==> config.mk <==
export PLATFORM = sky130hd
export DESIGN_NAME = sorted_request_queue_top
export DESIGN_NICKNAME = d
export VERILOG_FILES = /design/src/rtl/srq_pkg.sv /design/src/rtl/srq_ram.sv /design/src/rtl/sorted_request_queue_top.sv
export SDC_FILE = /design/constraint.sdc
export NUM_CORES = 2
export LEC_CHECK = 0
export BUFFER_PORTS_ARGS = -buffer_cell sky130_fd_sc_hd__buf_2
export CELL_PAD_IN_SITES_DETAIL_PLACEMENT = 1
export CELL_PAD_IN_SITES_GLOBAL_PLACEMENT = 1
export CORE_ASPECT_RATIO = 1.4
export CORE_MARGIN = 10
export CORE_UTILIZATION = 46
export CTS_CLUSTER_SIZE = 20
export DETAILED_ROUTE_END_ITERATION = 7
export PLACE_DENSITY_LB_ADDON = 0.1
export RECOVER_POWER = 100
export SLEW_MARGIN = 10
export SYNTH_ARGS = -nofsm -noshare
export SYNTH_HDL_FRONTEND = slang
export SYNTH_SLANG_ARGS = --single-unit
==> constraint.sdc <==
create_clock -name clk_i -period 6.8 [get_ports clk_i]
set_clock_uncertainty 0.1 [all_clocks]
set_input_delay 0.68 -clock clk_i [delete_from_list [all_inputs] [get_ports clk_i]]
set_output_delay 0.68 -clock clk_i [all_outputs]
set_load 0.02 [all_outputs]
==> src/rtl/srq_pkg.sv <==
// Package of the sorted request queue: operation, status and FSM codes.
// No dependencies; used by the top level and its checker.
`default_nettype none

package srq_pkg;

  typedef enum logic [1:0] {
    OP_INSERT = 2'd0,
    OP_REMOVE = 2'd1,
    OP_POP    = 2'd2,
    OP_FIND   = 2'd3
  } srq_op_e;

  typedef enum logic [1:0] {
    STAT_OK        = 2'd0,
    STAT_NOT_FOUND = 2'd1,
    STAT_FULL      = 2'd2
  } srq_status_e;

  typedef enum logic [1:0] {
    S_IDLE,
    S_WALK,
    S_DONE
  } srq_state_e;

  localparam int unsigned IN_TDATA_W  = 48;
  localparam int unsigned OUT_TDATA_W = 16;

endpackage

`default_nettype wire

==> src/rtl/srq_ram.sv <==
// Generic simple dual-port RAM: one write port, one read port, registered read.
// No dependencies.
`default_nettype none

module srq_ram #(
  parameter int unsigned WIDTH = 40,
  parameter int unsigned DEPTH = 64
) (
  input  wire logic                     clk_i,
  input  wire logic                     we_i,
  input  wire logic [$clog2(DEPTH)-1:0] waddr_i,
  input  wire logic [WIDTH-1:0]         wdata_i,
  input  wire logic                     re_i,
  input  wire logic [$clog2(DEPTH)-1:0] raddr_i,
  output logic      [WIDTH-1:0]         rdata_o
);

  logic [WIDTH-1:0] mem_q [DEPTH];

  always_ff @(posedge clk_i) begin
    if (we_i) begin
      mem_q[waddr_i] <= wdata_i;
    end
    if (re_i) begin
      rdata_o <= mem_q[raddr_i];
    end
  end

endmodule

`default_nettype wire

==> src/rtl/sorted_request_queue_top.sv <==
// Sorted request queue: entries of (priority, process id) kept in ascending
// order (ties to the lower id, equal pairs after existing ones) in one RAM.
// Each input beat carries one operation in tuser (insert, remove by id, pop
// first N, find by id) and yields exactly one result beat with status,
// position and occupancy. One operation is in flight at a time; it walks the
// RAM one entry per cycle through its single read and single write port,
// shifting entries as it goes for insert, remove and pop. An operation walks
// L entries of a queue of L, L - N for a pop of N and fewer for an insert
// that finds its slot early, at most CAPACITY; a full insert walks none. A
// result waits while an earlier result beat is stalled in the output
// register. The next request can be accepted in the same cycle that the
// result is in the output register. Depends on srq_pkg, srq_ram.
`default_nettype none

module sorted_request_queue_top
  import srq_pkg::*;
#(
  parameter int unsigned CAPACITY = 64,
  parameter int unsigned ID_BITS  = 8
) (
  input  wire logic                   clk_i,
  input  wire logic                   rst_ni,
  input  wire logic                   s_axis_tvalid_i,
  output logic                        s_axis_tready_o,
  // [7:0] process_id, [39:8] priority_req, [46:40] pop_count, [47] zero
  input  wire logic [IN_TDATA_W-1:0]  s_axis_tdata_i,
  // [1:0] op
  input  wire logic [1:0]             s_axis_tuser_i,
  output logic                        m_axis_tvalid_o,
  input  wire logic                   m_axis_tready_i,
  // [1:0] status, [7:2] position, [14:8] occupancy, [15] zero
  output logic      [OUT_TDATA_W-1:0] m_axis_tdata_o
);

  localparam int unsigned AW = $clog2(CAPACITY);
  localparam int unsigned CW = $clog2(CAPACITY + 1);
  localparam int unsigned EW = 32 + ID_BITS;
  localparam logic [CW-1:0] ONE_C = CW'(1);
  localparam logic [CW-1:0] CAP_C = CW'(CAPACITY);

  srq_state_e state_q, state_d;
  srq_op_e    op_q, op_d, op_in;
  srq_status_e stat_q, stat_d;
  logic [ID_BITS-1:0] id_q, id_d, id_in;
  logic [31:0]   prio_q, prio_d;
  logic [CW-1:0] n_q, n_d, n_in;
  logic [CW-1:0] len_q, len_d;
  logic [CW-1:0] rd_ptr_q, rd_ptr_d;
  logic [CW-1:0] rem_q, rem_d;
  logic [CW-1:0] paddr_q, paddr_d;
  logic          pend_q, pend_d;
  logic          found_q, found_d;
  logic [AW-1:0] pos_q, pos_d;
  logic          m_valid_q, m_valid_d;
  logic [OUT_TDATA_W-1:0] m_data_q, m_data_d;

  logic          ram_we, ram_re;
  logic [CW-1:0] wa;
  logic [AW-1:0] ram_raddr;
  logic [EW-1:0] ram_wdata, ram_rdata;
  logic [31:0]   e_prio;
  logic [ID_BITS-1:0] e_id;
  logic          new_first;
  logic [31:0]   pos_wide, len_wide;

  assign op_in = srq_op_e'(s_axis_tuser_i);
  assign id_in = ID_BITS'(s_axis_tdata_i[7:0]);
  assign n_in  = (32'(s_axis_tdata_i[46:40]) > 32'(len_q)) ? len_q
                                                           : CW'(s_axis_tdata_i[46:40]);

  assign e_prio    = ram_rdata[EW-1:ID_BITS];
  assign e_id      = ram_rdata[ID_BITS-1:0];
  assign new_first = (prio_q < e_prio) || ((prio_q == e_prio) && (id_q < e_id));

  assign pos_wide = 32'(pos_q);
  assign len_wide = 32'(len_q);

  srq_ram #(
    .WIDTH(EW),
    .DEPTH(CAPACITY)
  ) u_ram (
    .clk_i  (clk_i),
    .we_i   (ram_we),
    .waddr_i(wa[AW-1:0]),
    .wdata_i(ram_wdata),
    .re_i   (ram_re),
    .raddr_i(ram_raddr),
    .rdata_o(ram_rdata)
  );

  always_ff @(posedge clk_i or negedge rst_ni) begin
    if (!rst_ni) begin
      state_q   <= S_IDLE;
      len_q     <= '0;
      pend_q    <= 1'b0;
      m_valid_q <= 1'b0;
    end else begin
      state_q   <= state_d;
      len_q     <= len_d;
      pend_q    <= pend_d;
      m_valid_q <= m_valid_d;
    end
  end

  always_ff @(posedge clk_i) begin
    op_q     <= op_d;
    id_q     <= id_d;
    prio_q   <= prio_d;
    n_q      <= n_d;
    rd_ptr_q <= rd_ptr_d;
    rem_q    <= rem_d;
    paddr_q  <= paddr_d;
    found_q  <= found_d;
    stat_q   <= stat_d;
    pos_q    <= pos_d;
    m_data_q <= m_data_d;
  end

  always_comb begin
    state_d   = state_q;
    op_d      = op_q;
    id_d      = id_q;
    prio_d    = prio_q;
    n_d       = n_q;
    len_d     = len_q;
    rd_ptr_d  = rd_ptr_q;
    rem_d     = rem_q;
    paddr_d   = paddr_q;
    pend_d    = 1'b0;
    found_d   = found_q;
    stat_d    = stat_q;
    pos_d     = pos_q;
    m_valid_d = m_valid_q && !m_axis_tready_i;
    m_data_d  = m_data_q;
    ram_we    = 1'b0;
    ram_re    = 1'b0;
    wa        = '0;
    ram_raddr = '0;
    ram_wdata = ram_rdata;

    case (state_q)
      S_IDLE: begin
        if (s_axis_tvalid_i) begin
          op_d    = op_in;
          id_d    = id_in;
          prio_d  = s_axis_tdata_i[39:8];
          n_d     = n_in;
          found_d = 1'b0;
          stat_d  = STAT_OK;
          pos_d   = '0;
          state_d = S_WALK;
          case (op_in)
            OP_INSERT: begin
              rem_d    = len_q;
              rd_ptr_d = len_q - ONE_C;
              if (len_q == CAP_C) begin
                stat_d  = STAT_FULL;
                state_d = S_DONE;
              end
            end
            OP_POP: begin
              rem_d    = len_q - n_in;
              rd_ptr_d = n_in;
            end
            default: begin
              rem_d    = len_q;
              rd_ptr_d = '0;
            end
          endcase
        end
      end

      S_WALK: begin
        // read issue, one entry a cycle
        if (rem_q != '0) begin
          ram_re    = 1'b1;
          ram_raddr = rd_ptr_q[AW-1:0];
          pend_d    = 1'b1;
          paddr_d   = rd_ptr_q;
          rem_d     = rem_q - ONE_C;
          rd_ptr_d  = (op_q == OP_INSERT) ? rd_ptr_q - ONE_C : rd_ptr_q + ONE_C;
        end
        if (pend_q) begin
          case (op_q)
            OP_INSERT: begin
              ram_we = 1'b1;
              wa     = paddr_q + ONE_C;
              if (!new_first) begin
                ram_wdata = {prio_q, id_q};
                pos_d     = wa[AW-1:0];
                len_d     = len_q + ONE_C;
                state_d   = S_DONE;
              end
            end
            OP_POP: begin
              ram_we = 1'b1;
              wa     = paddr_q - n_q;
            end
            default: begin
              if (found_q) begin
                ram_we = (op_q == OP_REMOVE);
                wa     = paddr_q - ONE_C;
              end else if (e_id == id_q) begin
                found_d = 1'b1;
                pos_d   = paddr_q[AW-1:0];
              end
            end
          endcase
        end else if (rem_q == '0) begin
          state_d = S_DONE;
          case (op_q)
            OP_INSERT: begin
              ram_we    = 1'b1;
              wa        = '0;
              ram_wdata = {prio_q, id_q};
              pos_d     = '0;
              len_d     = len_q + ONE_C;
            end
            OP_POP: begin
              len_d = len_q - n_q;
            end
            OP_REMOVE: begin
              if (found_q) begin
                len_d = len_q - ONE_C;
              end else begin
                stat_d = STAT_NOT_FOUND;
              end
            end
            default: begin
              if (!found_q) begin
                stat_d = STAT_NOT_FOUND;
              end
            end
          endcase
        end
      end

      S_DONE: begin
        if (!m_valid_q || m_axis_tready_i) begin
          m_valid_d = 1'b1;
          m_data_d  = {1'b0, len_wide[6:0], pos_wide[5:0], stat_q};
          state_d   = S_IDLE;
        end
      end

      default: begin
        state_d = S_IDLE;
      end
    endcase
  end

  assign s_axis_tready_o = (state_q == S_IDLE);
  assign m_axis_tvalid_o = m_valid_q;
  assign m_axis_tdata_o  = m_data_q;

endmodule

`default_nettype wire

==> key figures <==
Routing
  – Routed Antenna Nets: 0
  – DR DRC count: 0
  – Vias per cell: around 6.6
  – DRT Pass-1 Iters: 6
  – Via Count: 71.0k
  – DRC marker count from the first detailed-route iteration: ~8.8k
  – Final wirelength: 394000 um
  – Wire length per cell: 36.6 um

Timing
  – Setup TNS Final: 0 ns
  – Fin. max-slew vios: between 1.5k and 2k
  – Min Tclk post-route: roughly 6.6 ns
  – Final Hold Violating Endpoints: 0
  – Achievable Freq: 0.152 GHz
  – RSZ-0062 raised after global routing: false
  – Tightest Pin Transition: around 4.7 ns
  – Max_slew headroom: -214%
  – Post-route setup slack: between 0.2 and 0.25 ns
  – Setup violators final: 0
  – Fin crit share: between 90% and 100%

Synthesis
  – Avg Inst Size Synth: 14.5 um^2
  – Number of synthesized flops with an enable pin: about 2.7k
  – Prevailing post-synth register cell: edfxtp_1
  – Ys async rst share: 0.407%
  – Synth unique cells: 73
  – Post-synth top area share: about three quarters
  – #FFs+latches synth: approximately 2.7k
  – Area leader, netlist: edfxtp_1
  – Top cells by area, synth: edfxtp_1 (76%), nand2_1 (4.7%), o221ai_1 (4.7%), nand3_1 (2.6%), a21oi_1 (1.2%)
  – Cells after synthesis: 7363
  – Post-synthesis cell area: 107000 um^2
  – Register area share after synthesis: 75.9%
  – Synthesized net count: 7499
  – Synth Warn #: 0

Global routing
  – Global-route wire length before repair: about 550000 um
  – Initial antenna violation count: 12
  – Vias in the first global route: just over 70k
  – Gr usage total: 30.4%
  – Largest net degree at the start of global routing: about 160
  – Grt ovf: 0

Clock tree
  – Clock slew at reported path FFs: 0.07 ns
  – CTS Hold Bufs: 21
  – Worst-Skew Late Latency: between 0.8 and 0.9 ns
  – Clk root buf: clkbuf_16
  – Post-cts sizing count: 0
  – TritonCTS clock tree: yes
  – Htree depth: 5
  – Num CTS Buffers: around 280
  – Post-CTS Setup Bufs: 0
  – Deepest clock path buffer count: 4
  – Clk sinks: approximately 2.7k

Setup path
  – Critical setup path kind: reg -> reg
  – Most used cell, CP: a21oi_1
  – Cell Chain, Critical Path: ha_1 > nand4_1 > nor3_1 > a21boi_0 > o311ai_0 > a21oi_1 > a21oi_1 > or3_1 > buf_12 > mux2_2 > clkbuf_2
  – Crit start category: flop
  – Worst EP required: 7.15 ns
  – Worst path arrival time: about 6.9 ns
  – Slowest stage cell, crit path: clkbuf_2
  – Slowest cell delay on critical path: 0.92 ns
  – Crit path buf inv count: 2
  – CP max FO: 64
  – Delay-heaviest family, CP: compound AO/OA/AOI/OAI gates
  – CP Capture Type: flop

Floorplanning
  – Die Wd: roughly 430 um
  – Core Rows: around 210
  – I/O pins: 72
  – Core ar.: 231000 um^2
  – Die H: about 590 um
  – Die area: between 200000 and 300000 um^2
  – Initial Util: 46.2%

Status
  – Failing checks: max-capacitance violations, max-slew violations
  – Status: finished, violations left

Cells and area
  – Layout area overhead: 12.4%
  – Layout Utilization: 51.9%
  – Leading cell type in the layout, fill and taps excluded: edfxtp_1
  – Final instance count without filler cells: about 11k
  – Most frequent cells in the layout: edfxtp_1 (2692), nand2_1 (1348), o221ai_1 (570)
  – Fraction of layout cells with a size suffix above 1: between 8 and 9%
  – Fill cells: about 22k
  – Nets: approximately 7.6k

Power
  – Peak supply drop: 353 uV
  – PwrDens: about 440 nW/um^2
  – Clock Power Share: 27.3%
  – Leakage: between 0.03 and 0.04 uW
  – P_sw: roughly 19000 uW
  – Sw Ratio: around 36%
  – Seq pwr share: ~41%
  – P_int: between 30000 and 40000 uW
  – Combinational share of power: 31.3%

Flow run
  – Max_cap viols: 80

Worst hold path
  – Hold crit path type: in -> reg

Placement
  – DP Cell Count: slightly above 10k
  – I/O Buffers: 69
  – RD Place Congestion: between 0.8 and 0.9
  – Post-DP HPWL: roughly 220000 um
  – Placement Setup Slack: 0.831 ns
## kinds of logic (layout without fill, tap and decap cells)
group	Yosys count	count (layout)	share of synthesized area (%)
flops	2703	2703	75.9
other cells	1	7	0.00351
buf+inv	598	923	2.29
xor+xnor	35	35	0.287
compound gates	1468	1468	10.1
simple gates	2410	2410	9.87
mux	66	66	0.665
fa+ha+maj	82	82	0.981
## cells in the mapped netlist, types with 14 or more instances
cell and instances:
a2111oi_0 21, a21boi_0 57, a21oi_1 265, a31o_1 20, a31oi_1 125, and3_1 123
buf_1 53, buf_2 136, clkbuf_1 321, edfxtp_1 2692, ha_1 79, inv_1 79
mux2_2 40, mux2i_1 26, nand2_1 1353, nand3_1 563, nand4_1 71, nor2_1 181
nor3_1 14, nor4_1 32, o211ai_1 39, o21ai_0 131, o221ai_1 570, o22ai_1 63
o31ai_1 29, o32ai_1 55, or3_1 21, xnor2_1 17, xor2_1 18
## final timing paths
kind	from	endpoint	slack (ns)	cells past startpoint
min in group asynchronous	rst_ni	len_q[3]	0.33	2
hold / removal	s_axis_tdata_i[46]	n_q[6]	0.17	3
max in group asynchronous	rst_ni	len_q[6]	5.78	2
setup reg to reg	prio_q[11]	u_ram.mem_q[42][10]	0.24	11
hold reg to reg	pos_q[3]	m_axis_tdata_o[5]	0.32	0
setup / recovery	prio_q[11]	u_ram.mem_q[42][10]	0.24	11
## flip-flops by register name, summed over array words and instances (netlist names)
signal	cells
len_q	7
state_q	2
n_q	7
rd_ptr_q	6
rem_q	7
paddr_q	6
u_ram.rdata_o	40
op_q	2
u_ram.mem_q	2560
stat_q	2
m_axis_tvalid_o	1
pos_q	6
found_q	1
id_q	8
pend_q	1
m_axis_tdata_o	15
prio_q	32
## worst register-to-register path: cells and delay by family (launching register included)
kind | cells | cell delay, ns
mux | 1 | 0.28
buf+inv | 2 | 1.36
simple gates | 3 | 1.66
compound gates | 4 | 1.94
fa+ha+maj | 1 | 0.34
flops | 1 | 0.40
## power groups by stage
stage / clock network [uW] / registers [uW] / logic, uW
3_5_place_dp: 0 / 22300 / 16500
6_report: 14600 / 22000 / 16700
5_1_grt: 15300 / 22100 / 17800
3_3_place_gp: 0 / 22300 / 16100
4_1_cts: 14700 / 21900 / 16600
2_1_floorplan: 0 / 22100 / 9410
## through the flow
step                area [um^2]  power, uW  hold WS, ns
finish                   120000      53300        0.168
global route             120000      55200        0.133
CTS                      121000      53200     0.000544
detailed placement       113000      38800        0.306
global placement         113000      38400        0.303
floorplan                107000      31500        0.284
## layer usage
metal | up-vias | share of wire, % | GRT usage [%] | wire (um)
met3 | 937 | 7.7 | 4.42 | 30300
met5 | - | 0.010 | 0 | 41
met4 | 6 | 5.2 | 13.1 | 20600
met1 | 37500 | 38 | 38.9 | 149000
li1 | 29100 | - | - | -
met2 | 3446 | 49 | 51.6 | 194000
## cell type report
cell class                      instances  area (um^2)  share of cell area [%]
Timing Repair Buffer                  369         2960                    2.46
Multi-Input combinational cell       4062        23600                    19.7
Antenna cell                            6         15.0                  0.0125
Inverter                               80          300                   0.250
Clock inverter                        125          933                   0.777
Clock buffer                          349         7380                    6.14
Tap cell                             3059         3830                    3.19
Sequential cell                      2703        81100                    67.5
(Power assumes the default switching activity.)
